==> src/rtl/jtbs_pkg.sv <==
// Package: beat types, token type codes and character codes for the JSON token scanner.
`default_nettype none

package jtbs_pkg;

  localparam int unsigned TokW = 4;

  localparam logic [TokW-1:0] TOK_WS      = 4'd0;
  localparam logic [TokW-1:0] TOK_NL      = 4'd1;
  localparam logic [TokW-1:0] TOK_LBRACK  = 4'd2;
  localparam logic [TokW-1:0] TOK_RBRACK  = 4'd3;
  localparam logic [TokW-1:0] TOK_LBRACE  = 4'd4;
  localparam logic [TokW-1:0] TOK_RBRACE  = 4'd5;
  localparam logic [TokW-1:0] TOK_COLON   = 4'd6;
  localparam logic [TokW-1:0] TOK_COMMA   = 4'd7;
  localparam logic [TokW-1:0] TOK_STR     = 4'd8;
  localparam logic [TokW-1:0] TOK_BSTR    = 4'd9;
  localparam logic [TokW-1:0] TOK_COMM    = 4'd10;
  localparam logic [TokW-1:0] TOK_BCOMM   = 4'd11;
  localparam logic [TokW-1:0] TOK_VALUE   = 4'd12;
  localparam logic [TokW-1:0] TOK_INVALID = 4'd13;

  localparam logic [7:0] CH_TAB    = 8'h09;
  localparam logic [7:0] CH_LF     = 8'h0A;
  localparam logic [7:0] CH_CR     = 8'h0D;
  localparam logic [7:0] CH_SPACE  = 8'h20;
  localparam logic [7:0] CH_QUOTE  = 8'h22;
  localparam logic [7:0] CH_STAR   = 8'h2A;
  localparam logic [7:0] CH_COMMA  = 8'h2C;
  localparam logic [7:0] CH_SLASH  = 8'h2F;
  localparam logic [7:0] CH_COLON  = 8'h3A;
  localparam logic [7:0] CH_LBRACK = 8'h5B;
  localparam logic [7:0] CH_BSLASH = 8'h5C;
  localparam logic [7:0] CH_RBRACK = 8'h5D;
  localparam logic [7:0] CH_LBRACE = 8'h7B;
  localparam logic [7:0] CH_RBRACE = 8'h7D;

  localparam logic [7:0] CTRL_LIMIT = 8'h20;
  localparam logic [1:0] QUOTE_SAT  = 2'd3;

  localparam logic MODE_BYTE = 1'b0;
  localparam logic MODE_END  = 1'b1;

  typedef struct packed {
    logic [7:0] data_byte;
    logic       mode;
  } in_beat_t;

  typedef struct packed {
    logic [TokW-1:0] token_type;
    logic            ends_before_byte;
    logic            last;
  } out_beat_t;

  function automatic logic ends_value(input logic [7:0] b);
    logic r;
    case (b)
      CH_TAB, CH_LF, CH_CR, CH_SPACE, CH_QUOTE, CH_COMMA, CH_COLON,
      CH_LBRACK, CH_RBRACK, CH_LBRACE, CH_RBRACE: r = 1'b1;
      default: r = 1'b0;
    endcase
    return r;
  endfunction

endpackage

`default_nettype wire

==> src/rtl/json_token_boundary_scanner_core.sv <==
// Top level: streaming JSON token boundary scanner with input register and result queue.
//
// One byte beat is taken per cycle while the input is not stalled. Each beat goes
// into an input register, is scanned from it by the token state machine and
// gives zero, one or two result beats into a four-entry result queue; the output
// side drains one result per cycle while out_stall_i is low. A byte that closes
// one token and opens another that closes at once gives two results, and the input
// stalls while the queue holds more than two results. An end-of-input beat closes
// the open token and leaves the scanner idle. A result passes through the input
// register and the result queue before it reaches the output.
`default_nettype none

module json_token_boundary_scanner_core (
  input  wire logic               clk_i,
  input  wire logic               rst_ni,
  input  wire logic               in_valid_i,
  output logic                    in_stall_o,
  input  wire jtbs_pkg::in_beat_t in_beat_i,
  output logic                    out_valid_o,
  input  wire logic               out_stall_i,
  output jtbs_pkg::out_beat_t     out_beat_o
);

  typedef enum logic [3:0] {
    PH_IDLE   = 4'd0,
    PH_WS     = 4'd1,
    PH_CR     = 4'd2,
    PH_VALUE  = 4'd3,
    PH_SLASH  = 4'd4,
    PH_LCOMM  = 4'd5,
    PH_BCOMM  = 4'd6,
    PH_BADVAL = 4'd7,
    PH_QUOTES = 4'd8,
    PH_STR    = 4'd9,
    PH_BSTR   = 4'd10
  } phase_e;

  typedef struct packed {
    phase_e                        phase;
    logic                          emit;
    logic [jtbs_pkg::TokW-1:0]     ttype;
  } begin_t;

  localparam int unsigned QDepth = 4;
  localparam int unsigned QPtrW  = $clog2(QDepth);
  localparam int unsigned QCntW  = $clog2(QDepth + 1);

  function automatic begin_t begin_tok(input logic [7:0] b);
    begin_t r;
    r.phase = PH_IDLE;
    r.emit  = 1'b0;
    r.ttype = jtbs_pkg::TOK_WS;
    case (b)
      jtbs_pkg::CH_SPACE, jtbs_pkg::CH_TAB: r.phase = PH_WS;
      jtbs_pkg::CH_LF: begin
        r.emit  = 1'b1;
        r.ttype = jtbs_pkg::TOK_NL;
      end
      jtbs_pkg::CH_CR: r.phase = PH_CR;
      jtbs_pkg::CH_LBRACK: begin
        r.emit  = 1'b1;
        r.ttype = jtbs_pkg::TOK_LBRACK;
      end
      jtbs_pkg::CH_RBRACK: begin
        r.emit  = 1'b1;
        r.ttype = jtbs_pkg::TOK_RBRACK;
      end
      jtbs_pkg::CH_LBRACE: begin
        r.emit  = 1'b1;
        r.ttype = jtbs_pkg::TOK_LBRACE;
      end
      jtbs_pkg::CH_RBRACE: begin
        r.emit  = 1'b1;
        r.ttype = jtbs_pkg::TOK_RBRACE;
      end
      jtbs_pkg::CH_COLON: begin
        r.emit  = 1'b1;
        r.ttype = jtbs_pkg::TOK_COLON;
      end
      jtbs_pkg::CH_COMMA: begin
        r.emit  = 1'b1;
        r.ttype = jtbs_pkg::TOK_COMMA;
      end
      jtbs_pkg::CH_QUOTE: r.phase = PH_QUOTES;
      jtbs_pkg::CH_SLASH: r.phase = PH_SLASH;
      default: r.phase = PH_VALUE;
    endcase
    return r;
  endfunction

  // input register
  logic               in_vld_q, in_vld_d;
  jtbs_pkg::in_beat_t in_q, in_d;

  // scanner state
  phase_e     ph_q, ph_d;
  logic [1:0] qr_q, qr_d;
  logic       esc_q, esc_d;
  logic       star_q, star_d;
  logic       clean_q, clean_d;

  // result queue
  jtbs_pkg::out_beat_t q_mem [QDepth];
  logic [QPtrW-1:0]    wr_ptr_q, wr_ptr_d;
  logic [QPtrW-1:0]    rd_ptr_q, rd_ptr_d;
  logic [QCntW-1:0]    cnt_q, cnt_d;

  logic proc, accept, pop;

  logic [7:0] b;
  begin_t     bt;
  logic       ctb, beg, idle, sb, sb_esc, sb_clean;
  logic [jtbs_pkg::TokW-1:0] ctb_type;
  logic       r0_v, r1_v;
  jtbs_pkg::out_beat_t r0, r1;

  assign proc        = in_vld_q && (cnt_q <= QCntW'(QDepth - 2));
  assign in_stall_o  = in_vld_q && !proc;
  assign accept      = in_valid_i && !in_stall_o;
  assign out_valid_o = (cnt_q != '0);
  assign pop         = out_valid_o && !out_stall_i;
  assign out_beat_o  = q_mem[rd_ptr_q];

  always_comb begin
    b        = in_q.data_byte;
    bt       = begin_tok(b);
    ph_d     = ph_q;
    qr_d     = qr_q;
    esc_d    = esc_q;
    star_d   = star_q;
    clean_d  = clean_q;
    ctb      = 1'b0;
    ctb_type = jtbs_pkg::TOK_INVALID;
    beg      = 1'b0;
    idle     = 1'b0;
    sb       = 1'b0;
    sb_esc   = esc_q;
    sb_clean = clean_q;
    r0_v     = 1'b0;
    r1_v     = 1'b0;
    r0       = '{token_type: jtbs_pkg::TOK_INVALID, ends_before_byte: 1'b1, last: 1'b0};
    r1       = '{token_type: jtbs_pkg::TOK_INVALID, ends_before_byte: 1'b0, last: 1'b0};

    if (in_q.mode == jtbs_pkg::MODE_END) begin
      idle = 1'b1;
      if (ph_q != PH_IDLE) begin
        r0_v = 1'b1;
        unique case (ph_q)
          PH_WS:     r0.token_type = jtbs_pkg::TOK_WS;
          PH_CR:     r0.token_type = jtbs_pkg::TOK_NL;
          PH_VALUE:  r0.token_type = jtbs_pkg::TOK_VALUE;
          PH_LCOMM:  r0.token_type = jtbs_pkg::TOK_COMM;
          PH_QUOTES: r0.token_type = (qr_q == 2'd2) ? jtbs_pkg::TOK_STR
                                                    : jtbs_pkg::TOK_INVALID;
          PH_BSTR:   r0.token_type = (qr_q == jtbs_pkg::QUOTE_SAT) ? jtbs_pkg::TOK_BSTR
                                                                  : jtbs_pkg::TOK_INVALID;
          default:   r0.token_type = jtbs_pkg::TOK_INVALID;
        endcase
      end
    end else begin
      unique case (ph_q)
        PH_WS: begin
          if (b != jtbs_pkg::CH_SPACE && b != jtbs_pkg::CH_TAB) begin
            ctb      = 1'b1;
            ctb_type = jtbs_pkg::TOK_WS;
          end
        end
        PH_CR: begin
          if (b == jtbs_pkg::CH_LF) begin
            r0_v  = 1'b1;
            r0    = '{token_type: jtbs_pkg::TOK_NL, ends_before_byte: 1'b0, last: 1'b0};
            idle  = 1'b1;
          end else begin
            ctb      = 1'b1;
            ctb_type = jtbs_pkg::TOK_NL;
          end
        end
        PH_VALUE: begin
          if (jtbs_pkg::ends_value(b)) begin
            ctb      = 1'b1;
            ctb_type = jtbs_pkg::TOK_VALUE;
          end
        end
        PH_BADVAL: begin
          if (jtbs_pkg::ends_value(b)) begin
            ctb      = 1'b1;
            ctb_type = jtbs_pkg::TOK_INVALID;
          end
        end
        PH_SLASH: begin
          if (b == jtbs_pkg::CH_SLASH) begin
            ph_d = PH_LCOMM;
          end else if (b == jtbs_pkg::CH_STAR) begin
            ph_d   = PH_BCOMM;
            star_d = 1'b0;
          end else if (jtbs_pkg::ends_value(b)) begin
            ctb      = 1'b1;
            ctb_type = jtbs_pkg::TOK_INVALID;
          end else begin
            ph_d = PH_BADVAL;
          end
        end
        PH_LCOMM: begin
          if (b == jtbs_pkg::CH_CR || b == jtbs_pkg::CH_LF) begin
            ctb      = 1'b1;
            ctb_type = jtbs_pkg::TOK_COMM;
          end
        end
        PH_BCOMM: begin
          if (b == jtbs_pkg::CH_SLASH && star_q) begin
            r0_v = 1'b1;
            r0   = '{token_type: jtbs_pkg::TOK_BCOMM, ends_before_byte: 1'b0, last: 1'b0};
            idle = 1'b1;
          end else begin
            star_d = (b == jtbs_pkg::CH_STAR);
          end
        end
        PH_QUOTES: begin
          if (qr_q >= 2'd2) begin
            if (b == jtbs_pkg::CH_QUOTE) begin
              ph_d = PH_BSTR;
              qr_d = 2'd0;
            end else begin
              ctb      = 1'b1;
              ctb_type = jtbs_pkg::TOK_STR;
            end
          end else if (b == jtbs_pkg::CH_QUOTE) begin
            qr_d = 2'd2;
          end else begin
            ph_d     = PH_STR;
            qr_d     = 2'd0;
            esc_d    = 1'b0;
            clean_d  = 1'b1;
            sb       = 1'b1;
            sb_esc   = 1'b0;
            sb_clean = 1'b1;
          end
        end
        PH_STR: sb = 1'b1;
        PH_BSTR: begin
          if (b == jtbs_pkg::CH_QUOTE) begin
            if (qr_q != jtbs_pkg::QUOTE_SAT) qr_d = qr_q + 2'd1;
          end else if (qr_q != jtbs_pkg::QUOTE_SAT) begin
            qr_d = 2'd0;
          end else begin
            ctb      = 1'b1;
            ctb_type = jtbs_pkg::TOK_BSTR;
          end
        end
        default: beg = 1'b1;
      endcase
    end

    if (sb) begin
      if (b < jtbs_pkg::CTRL_LIMIT) begin
        if (b == jtbs_pkg::CH_LF) begin
          ctb      = 1'b1;
          ctb_type = jtbs_pkg::TOK_INVALID;
        end else begin
          clean_d = 1'b0;
        end
      end else if (sb_esc) begin
        esc_d = 1'b0;
      end else if (b == jtbs_pkg::CH_QUOTE) begin
        r0_v = 1'b1;
        r0   = '{token_type: sb_clean ? jtbs_pkg::TOK_STR : jtbs_pkg::TOK_INVALID,
                 ends_before_byte: 1'b0, last: 1'b0};
        idle = 1'b1;
      end else if (b == jtbs_pkg::CH_BSLASH) begin
        esc_d = 1'b1;
      end
    end

    if (idle) begin
      ph_d    = PH_IDLE;
      qr_d    = 2'd0;
      esc_d   = 1'b0;
      star_d  = 1'b0;
      clean_d = 1'b1;
    end

    if (ctb) begin
      r0_v = 1'b1;
      r0   = '{token_type: ctb_type, ends_before_byte: 1'b1, last: 1'b0};
    end

    if (ctb || beg) begin
      ph_d    = bt.phase;
      qr_d    = (b == jtbs_pkg::CH_QUOTE) ? 2'd1 : 2'd0;
      esc_d   = 1'b0;
      star_d  = 1'b0;
      clean_d = 1'b1;
      if (bt.emit) begin
        if (ctb) begin
          r1_v = 1'b1;
          r1   = '{token_type: bt.ttype, ends_before_byte: 1'b0, last: 1'b0};
        end else begin
          r0_v = 1'b1;
          r0   = '{token_type: bt.ttype, ends_before_byte: 1'b0, last: 1'b0};
        end
      end
    end

    if (r1_v) r1.last = 1'b1;
    else      r0.last = 1'b1;
  end

  always_comb begin
    in_vld_d = in_vld_q;
    in_d     = in_q;
    if (accept) begin
      in_vld_d = 1'b1;
      in_d     = in_beat_i;
    end else if (proc) begin
      in_vld_d = 1'b0;
    end

    wr_ptr_d = wr_ptr_q;
    rd_ptr_d = rd_ptr_q;
    cnt_d    = cnt_q;
    if (proc && r0_v) begin
      wr_ptr_d = wr_ptr_q + (r1_v ? QPtrW'(2) : QPtrW'(1));
      cnt_d    = cnt_q + (r1_v ? QCntW'(2) : QCntW'(1));
    end
    if (pop) begin
      rd_ptr_d = rd_ptr_q + QPtrW'(1);
      cnt_d    = cnt_d - QCntW'(1);
    end
  end

  always_ff @(posedge clk_i or negedge rst_ni) begin
    if (!rst_ni) begin
      in_vld_q <= 1'b0;
      ph_q     <= PH_IDLE;
      qr_q     <= 2'd0;
      esc_q    <= 1'b0;
      star_q   <= 1'b0;
      clean_q  <= 1'b1;
      wr_ptr_q <= '0;
      rd_ptr_q <= '0;
      cnt_q    <= '0;
    end else begin
      in_vld_q <= in_vld_d;
      wr_ptr_q <= wr_ptr_d;
      rd_ptr_q <= rd_ptr_d;
      cnt_q    <= cnt_d;
      if (proc) begin
        ph_q    <= ph_d;
        qr_q    <= qr_d;
        esc_q   <= esc_d;
        star_q  <= star_d;
        clean_q <= clean_d;
      end
    end
  end

  always_ff @(posedge clk_i) begin
    in_q <= in_d;
    if (proc && r0_v) begin
      q_mem[wr_ptr_q] <= r0;
      if (r1_v) q_mem[wr_ptr_q + QPtrW'(1)] <= r1;
    end
  end

  a_cnt_bound: assert property (@(posedge clk_i) disable iff (!rst_ni)
    cnt_q <= QCntW'(QDepth))
    else $error("result queue overfilled");

  a_second_needs_first: assert property (@(posedge clk_i) disable iff (!rst_ni)
    proc && r1_v |-> r0_v && r0.ends_before_byte && !r0.last && r1.last)
    else $error("second result without a closing first result");

  a_end_goes_idle: assert property (@(posedge clk_i) disable iff (!rst_ni)
    proc && in_q.mode == jtbs_pkg::MODE_END |=> ph_q == PH_IDLE && !esc_q)
    else $error("end of input left a token open");

  a_escape_in_string: assert property (@(posedge clk_i) disable iff (!rst_ni)
    esc_q |-> ph_q == PH_STR)
    else $error("escape pending outside a string");

  a_stall_only_when_full: assert property (@(posedge clk_i) disable iff (!rst_ni)
    in_stall_o |-> in_vld_q && cnt_q > QCntW'(QDepth - 2))
    else $error("input stalled with room in the result queue");

endmodule

`default_nettype wire

==> config.mk <==
export PLATFORM = sky130hd
export DESIGN_NAME = json_token_boundary_scanner_core
export DESIGN_NICKNAME = d
export VERILOG_FILES = /design/src/rtl/jtbs_pkg.sv /design/src/rtl/json_token_boundary_scanner_core.sv
export SDC_FILE = /design/constraint.sdc
export NUM_CORES = 1
export LEC_CHECK = 0
export ABC_AREA = 1
export BUFFER_PORTS_ARGS = -buffer_cell sky130_fd_sc_hd__buf_2
export CAP_MARGIN = 10
export CORE_MARGIN = 3
export CORE_UTILIZATION = 60
export CTS_CLUSTER_DIAMETER = 150
export CTS_CLUSTER_SIZE = 20
export DETAILED_ROUTE_END_ITERATION = 10
export GPL_TIMING_DRIVEN = 0
export PLACE_DENSITY = 0.79
export SYNTH_ARGS = -nofsm -noshare
export SYNTH_HDL_FRONTEND = slang
export SYNTH_SLANG_ARGS = --single-unit
==> constraint.sdc <==
create_clock -name clk_i -period 4 [get_ports clk_i]
set_input_delay 0.2 -clock clk_i [delete_from_list [all_inputs] [get_ports clk_i]]
set_output_delay 0.2 -clock clk_i [all_outputs]
set_load 0.01 [all_outputs]
== Yosys cells after proc, flatten, opt, wreduce, memory -nomap -nowiden ==
Memories as Yosys holds them, arrays and structs flattened.
Cells that the tools add are included.
W data, S select, Z words.
Storage, ports and cells
  memory bits (writable): 24
  output and inout port bits: 8
  logic and storage cells: 232
  input port bits: 13
  bits in registers: 26
  memories kept: 1
Operators by class
  reductions and logical operators: 25
  add/subtract/negate cells: 6
  equal/unequal tests: 37
  multiplexer cells: 149
  $lt $le $gt $ge: 3
Memory list
  q_mem: words 4, width 6, rd ports 1, clocked after memory_dff 0, write ports 2, RTL line json_token_boundary_scanner_core.sv:103  | jtbs_pkg::out_beat_t q_mem [QDepth];
Operators with widths (number)
  $mux W1: 86
  $mux W4: 18
  $mux W6: 12
  $eq A8 B6 Y1 const B: 6
  $pmux W4 S6: 2
  $eq A8 B7 Y1 const B: 5
  $pmux W5 S7: 1
  $mux W3: 9
  $eq A8 B4 Y1 const B: 3
  $mux W2: 12
  $pmux W4 S5: 1
  $eq A4 B3 Y1 const B: 4
  $ne A4 B4 Y1 const B: 4
  $reduce_bool A4 Y1: 4
  $eq A4 B4 Y1 const B: 3
  $pmux W6 S2: 1
  $reduce_and A6 Y1: 2
  $reduce_or A11 Y1: 1
  $ne A5 B5 Y1 const B: 2
  $reduce_or A10 Y1: 1
  $eq A4 B2 Y1 const B: 2
  $lt A8 B6 Y1 const B: 1
  $ne A8 B4 Y1 const B: 1
  $ne A8 B6 Y1 const B: 1
  other kinds (24): 38

== Longest topological paths before layout ==
Gate-level depths: netlist of the first run.
  word-level depth: 23
  mapped depth: 23
  depth with buffers taken out: 23

== Worst setup path before layout of the first run ==
No wires, ideal clock.
  path type: register -> register
  start point: reg qr_q[0]
  end point: reg cnt_q[2]
  arrival: 2.880 ns
  path buffers: 0
  library setup time: 0.113 ns
  slack: 1.007 ns
  cell stages (with the launch flop): 20
  required time: 3.887 ns
  clock period less this slack: 2.993 ns
  cells stage by stage: dfrtp_1 -> inv_1 -> ha_1 -> or2_2 -> nor2_4 -> nand2_2 -> a21oi_2 -> nand2_2 -> nand2_2 -> nand2_4 -> ha_1 -> inv_1 -> fa_1 -> nand3_1 -> nand2_1 -> ha_1 -> nand2_1 -> nand3_1 -> nand2_1 -> inv_1
Between the ends
  cells in the longest elaborated chain, start to end: 16
  elaborated cells between the ends (all ways): 33
  classes of those cells: add/sub (2); order compare (1); eq/ne (1); mux (27); reduce/logical (2)
Ends and longest elaborated chain
  start: declaration: RTL line json_token_boundary_scanner_core.sv:97  | logic [1:0] qr_q, qr_d;
  start signal: assignment: RTL line json_token_boundary_scanner_core.sv:349  | qr_q <= qr_d;
  $ne A2 B2 Y1: RTL line json_token_boundary_scanner_core.sv:243  | end else if (qr_q != jtbs_pkg::QUOTE_SAT) begin
  $mux W1: RTL line json_token_boundary_scanner_core.sv:243
  $mux W1: RTL line json_token_boundary_scanner_core.sv:241  | if (b == jtbs_pkg::CH_QUOTE) begin
  $pmux W1 S8: RTL line json_token_boundary_scanner_core.sv:161  | unique case (ph_q)
  $mux W1: RTL line json_token_boundary_scanner_core.sv:144  | if (in_q.mode == jtbs_pkg::MODE_END) begin
  $mux W1: RTL line json_token_boundary_scanner_core.sv:256  | if (b == jtbs_pkg::CH_LF) begin
  $mux W1: RTL line json_token_boundary_scanner_core.sv:255  | if (b < jtbs_pkg::CTRL_LIMIT) begin
  $mux W1: RTL line json_token_boundary_scanner_core.sv:254  | if (sb) begin
  $mux W1 (on tied branches): RTL line json_token_boundary_scanner_core.sv:294, json_token_boundary_scanner_core.sv:282
  $mux W1 (on tied branches): RTL line json_token_boundary_scanner_core.sv:293, json_token_boundary_scanner_core.sv:294
  $mux W1 (on tied branches): RTL line json_token_boundary_scanner_core.sv:287, json_token_boundary_scanner_core.sv:293
  $mux W2 or $mux W1 (tied branches): RTL line json_token_boundary_scanner_core.sv:323, json_token_boundary_scanner_core.sv:287
  $add A3 B2 Y3 or $logic_and A1 B1 Y1 (tied branches): RTL line json_token_boundary_scanner_core.sv:323, json_token_boundary_scanner_core.sv:321
  $mux W3 *: RTL line json_token_boundary_scanner_core.sv:321  | if (proc && r0_v) begin
  $sub A3 B1 Y3: RTL line json_token_boundary_scanner_core.sv:327  | cnt_d = cnt_d - QCntW'(1);
  $mux W3 *: RTL line json_token_boundary_scanner_core.sv:325  | if (pop) begin
  named net cnt_d[2]: RTL line json_token_boundary_scanner_core.sv:106  | logic [QCntW-1:0] cnt_q, cnt_d;
  end signal: assignment: RTL line json_token_boundary_scanner_core.sv:346  | cnt_q <= cnt_d;
  end: declaration: RTL line json_token_boundary_scanner_core.sv:106
Mark *: on every way through the listed nets, which the timed path passes. The rest lies on a longest branch.
A chain may end at the register's enable or synchronous reset.

== Worst setup path after layout of the first run ==
Same ends and word-level chain as after synthesis.

==> results of run 1 <==
## worst paths after layout
check,endpoint,slack [ns],depth (start not counted)
worst max register to register,cnt_q[2],0.66,19
worst min register to register,in_vld_q,0.50,2
worst min-delay path,b[3],0.06,1
min in group asynchronous,rd_ptr_q[0],0.38,2
worst max-delay path,cnt_q[2],0.66,19
max in group asynchronous,clean_q,3.27,2
## through the flow
stage / util, % / setup WS (ns)
3_3_place_gp: 65.9 / 0.793
4_1_cts: 67.9 / 0.683
3_5_place_dp: 65.9 / 0.710
6_report: 67.9 / 0.661
2_1_floorplan: - / 1.01
5_1_grt: 67.9 / 0.446
## cell families (layout without fill, tap and decap cells)
logic type                 Yosys count  count (layout)  synth area share (%)
and+or+nand+nor                    258             258                  35.4
AOI/OAI and AO/OA                   81              81                  13.9
adders and majority gates            6               6                  2.37
buffers and inverters               74             103                  8.58
xor gates and xnor gates             1               1                 0.251
DFF                                 50              50                  39.5
## synth_stat cells (4+ instances only)
cell type,n,area (sq um)
edfxtp_1,29,871
dfxtp_1,4,80.1
nand2_4,5,56.3
nand2_2,7,43.8
nand4_1,7,43.8
o22ai_1,9,56.3
ha_1,5,62.6
nand3_1,27,135
inv_2,4,15.0
o21ai_0,45,225
o21ai_1,7,35.0
nand2_1,119,447
dfrtp_1,16,400
a21oi_1,7,35.0
inv_1,61,229
nor2_1,73,274
## per-layer routing
layer	share of wire (%)	GRT usage, %	wire [um]
met1	45	38.2	3870
met2	47	45.7	4090
met3	7.3	4.45	633
met4	1.0	6.98	90
met5	0	0	0
## registers in the layout, indices dropped and copies added, names as in the netlist
register	flops
cnt_q	3
ph_q	4
in_q	1
wr_ptr_q	2
star_q	1
b	8
esc_q	1
in_vld_q	1
qr_q	2
q_mem	24
clean_q	1
rd_ptr_q	2
## worst max-delay path, delay by kind of cell, from the launching register on
kind	cells	cell delay, ns
compound gates	1	0.19
fa+ha+maj	4	1.01
flops	1	0.41
simple gates	11	1.48
buf+inv	3	0.15
## timing repair
item | 4_1_cts | 5_1_grt
endpoints found under the hold margin | 16 | 0
gates resized for setup | 0 | 0
hold buffers | 1 | 0
endpoints found under the setup margin | 0 | 0
## layout make-up
type / count / area, sq um / share of cell area, %
tap: 72 / 90.1 / 2.38
inverter: 67 / 258 / 6.81
buffer: 7 / 41.3 / 1.09
sequential: 50 / 1380 / 36.4
clock buffer: 5 / 68.8 / 1.82
multi-input combinational: 346 / 1810 / 47.8
timing repair buffer: 21 / 110 / 2.91
clock inverter: 3 / 28.8 / 0.761
## power by group through the flow
| stage | clock network (uW) | registers [uW] | logic [uW] |
|---|---|---|---|
| 2_1_floorplan | 0 | 722 | 875 |
| 3_3_place_gp | 0 | 741 | 1130 |
| 3_5_place_dp | 0 | 744 | 1170 |
| 4_1_cts | 332 | 732 | 1170 |
| 5_1_grt | 347 | 748 | 1340 |
| 6_report | 324 | 734 | 1190 |
==> flow_summary.toml, run 1 <==
[grt]
grt_max_degree = 19
antenna_found_initial = 0
grt_pass1_wl_um = 14300
grt_pass1_vias = 3054
track_usage_pct = 27.8
grt_overflow = 0

[power]
p_sw_uw = 1090
seq_power_share_pct = 32.7
p_leak_uw = 0.00194
power.total_uw = 2250
ir_drop_uv = 411
combPwrFrac_pct = 52.9
power_frac_clock_pct = 14.4
powerDensity_nw_per_um2 = 594
p_int_uw = 1160
switching_share_pct = 48.6

[synthesis]
syn_nets = 489
netlist-cell-type-count = 47
ys_ff_latch = 50
synthFlopType = "edfxtp_1"
syn_inst = 470
ys_async_sr_fraction_pct = 34.0
synth_area_sq_um = 3480
yosysWarningCount = 0
synth-edff-count = 29
avgSynthCellArea_sq_um = 7.41
ys_seq_area_share_pct = 39.5

[status]
status = "completed"

[cts]
clk_pin_slew_worst_paths_ns = 0.10
root_buffer = "clkbuf_8"
clock_sinks = 50
cts_tree = "done"
clockBufferDepth = 2
htreeDepth = 2
clk_latency_ns = 0.31
cts_buffers = 5
post-cts-setup-buffers = 0

[detailed_routing]
routed_wire_length_per_instance_um = 15.2
antenna_left = 0
drtIter0Drc = 270
wirelength_um = 8690
firstDrtPassIters = 5
via_per_inst = 5.66
drcViolationCount = 0
vias = 3231

[placement]
place_inst = 562
place_area_sq_um = 3670
gp_congestion = 0.910
io_buffers = 20
hpwl_um = 6690

[layout]
diodes = 0
drive_gt1_share_pct = 14.0
fin_nets = 517
mostFrequentLayoutCells = "nand2_1, nor2_1, inv_1"
final_common_cell = "nand2_1"
final_cells = 571
area_delta_synth_final_pct = 8.55
n_fill_cell = 492
stdcell_area_sq_um = 3780

[worst_hold_path]
hp-class = "in -> reg"
hp-start = "in_beat_i[4]"

[critical_path]
max_stage_delay_ns = 0.41
crit_fanout = 7
crit-reg2reg-launch = "qr_q[0]"
critPathLaunchType = "flip-flop"
slowest_stage = "dfrtp_1"
cp.required_ns = 4.21
crit_arrival_ns = 3.55
worstSetupEndpointType = "flip-flop"
path_class = "reg -> reg"
crit_chain = "inv_1 -> ha_1 -> or2_2 -> nor2_4 -> nand2_2 -> a21oi_2 -> nand2_2 -> nand2_2 -> nand2_4 -> ha_1 -> inv_1 -> fa_1 -> nand3_1 -> nand2_1 -> ha_1 -> nand2_1 -> nand3_1 -> nand2_1 -> inv_1"
timing.critical_path.from = "qr_q[0]"

[sta]
final.min_clock_period_ns = 3.34
finalSetupTns_ns = 0
rsz0062_at_grt = "no"
max-slew-margin-rel_pct = 29.7
min_period_over_period_pct = 83.5
finClkSkew_ns = 0.0102
max_freq_ghz = 0.299
setup_viol = 0
worst_slew_pin_slew_ns = 1.03
maxSlewViolCount = 0
finalHoldViolCount = 0
hold_ws_ns = 0.0577

[die]
initial_utilization_pct = 62.5
die_w_um = 82.2
ios = 21
die_h_um = 82.2
design.die.area_sq_um = 6760
row_count = 27
core_area_sq_um = 5570

[flow_run]
cap_violations = 0
(Power assumes the default switching activity.)
==> run 2, diff against run 1 <==
- CORE_UTILIZATION: 60 -> 55
- PLACE_DENSITY: 0.79 -> 0.76
- clock period: 4 -> 2.7 ns (I/O delays scaled with it)
==> run 2 against run 1 <==
Against the previous run: clock skew shrank 0.0019 ns; the flow now finishes with violations (negative setup slack); power rose by 65%; maximum frequency grew 15%.
==> flow_summary.toml, run 2 (synthesis results as in run 1) <==
[cts]
root_buffer = "clkbuf_8"
clock_sinks = 50
clockBufferDepth = 2
htreeDepth = 2
cts_buffers = 5
clk_pin_slew_worst_paths_ns = 0.11
cts_tree = "done"
clk_latency_ns = 0.32

[grt]
antenna_found_initial = 0
grt_pass1_vias = 3245
grt_max_degree = 19
grt_overflow = 0
track_usage_pct = 26.3
grt_pass1_wl_um = 15300

[sta]
finClkSkew_ns = 0.00827
hold_ws_ns = 0.0184
max_freq_ghz = 0.344
worst_slack_ns = -0.206
finalSetupTns_ns = -0.717
rsz0062_at_grt = "yes"
setup_viol = 16
final.min_clock_period_ns = 2.91
worst_slew_pin_slew_ns = 1.02
max-slew-margin-rel_pct = 30.2
finalHoldViolCount = 0
min_period_over_period_pct = 108
maxSlewViolCount = 0

[detailed_routing]
firstDrtPassIters = 5
drtIter0Drc = 370
vias = 3498
drcViolationCount = 0
routed_wire_length_per_instance_um = 16.1
antenna_left = 0
wirelength_um = 9930
via_per_inst = 5.67

[critical_path]
critPathLaunchType = "flip-flop"
worst-path-buf-inv = 4
crit_arrival_ns = 3.13
path_class = "reg -> reg"
cp.required_ns = 2.92
worstSetupEndpointType = "flip-flop"
crit_chain = "inv_1 -> nand2_1 -> nor2_4 -> nand2_8 -> nand3_4 -> nand3_2 -> nor2_4 -> nand2_2 -> nand2_4 -> nand2_4 -> nand2_8 -> ha_4 -> inv_2 -> fa_1 -> nand3_2 -> nand2_2 -> ha_4 -> nand2_2 -> inv_1 -> nand2_1 -> nand2_1 -> inv_1"
crit_fanout = 6
timing.critical_path.from = "b[3]"
crit-reg2reg-launch = "b[3]"
max_stage_delay_ns = 0.48
slowest_stage = "edfxtp_1"
critical-path-top-delay-family = "simple AND/OR/NAND/NOR gates"

[die]
core_area_sq_um = 6030
design.die.area_sq_um = 7330
die_w_um = 85.6
ios = 21
die_h_um = 85.6
initial_utilization_pct = 57.8
row_count = 28

[layout]
mostFrequentLayoutCells = "nand2_1, nor2_1, inv_1"
seqCellArea_sq_um = 1380
drive_gt1_share_pct = 30.4
final_common_cell = "nand2_1"
fin_nets = 560
largest_reg_flops = 24
multi_input_area_sq_um = 2090
n_fill_cell = 457
diodes = 0
largest_register = "q_mem"
area_delta_synth_final_pct = 26.8

[power]
seq_power_share_pct = 30.0
powerDensity_nw_per_um2 = 841
combPwrFrac_pct = 56.6
p_sw_uw = 1810
power_frac_clock_pct = 13.4
ir_drop_uv = 657
switching_share_pct = 48.6
p_leak_uw = 0.00219
p_int_uw = 1910

[status]
status = "complete, but fails checks"
violations = "negative setup slack"

[worst_hold_path]
hp-class = "in -> reg"
hp-start = "in_valid_i"

[placement]
gp_congestion = 0.947
hpwl_um = 6510
dp_slack_ns = -0.375
io_buffers = 20

[flow_run]
cap_violations = 0
[run 2: power by group through the flow]
stage,registers [uW],clock network (uW),logic (uW)
6_report,1120,500,2100
5_1_grt,1130,535,2320
4_1_cts,1110,502,1860
3_5_place_dp,1100,0,1740
3_3_place_gp,1100,0,1690
2_1_floorplan,1070,0,1310
[run 2: stage by stage]
stage	std cells	utilization [%]	instance area [sq um]	power, uW
floorplan	470	-	3510	2390
global placement	565	61.5	3710	2790
detailed placement	565	61.5	3710	2840
CTS	603	69.6	4200	3470
global route	617	73.3	4420	3990
finish	617	73.3	4420	3720
[run 2: layout make-up]
type | count | share of cell area (%)
sequential | 50 | 31.3
multi-input combinational | 346 | 47.2
buffer | 6 | 0.821
timing repair buffer | 65 | 10.6
clock buffer | 5 | 1.56
clock inverter | 3 | 0.651
inverter | 67 | 5.83
tap | 75 | 2.12
[run 2: per-layer routing]
metal | vias up | share of wire, % | GRT usage, %
li1 | 1697 | - | -
met1 | 1626 | 43 | 38.0
met2 | 152 | 48 | 42.0
met3 | 23 | 6.5 | 3.27
met4 | 0 | 2.5 | 6.76
met5 | - | 0 | 0
[run 2: worst min-delay path, stage by stage]
cell	delay (ns)
buf_2	0.07
inv_1	0.04
nand2_1	0.06
[run 2: timing repair]
action / CTS / global route
hold buffers: 9 / 1
endpoints found under the setup margin: 2 / 25
buffers inserted: 22 / 13
pin swaps: 23 / 11
resized for setup: 44 / 33
endpoints found under the hold margin: 24 / 1
[run 2: path summary, 6_finish.rpt]
kind                       cells past startpoint          end  slack [ns]
setup / recovery                              22     cnt_q[2]       -0.21
hold / removal                                 3     in_vld_q        0.02
setup reg to reg                              22     cnt_q[2]       -0.21
hold reg to reg                                2     in_vld_q        0.51
max in group asynchronous                      2      clean_q        2.09
min in group asynchronous                      2  rd_ptr_q[0]        0.27
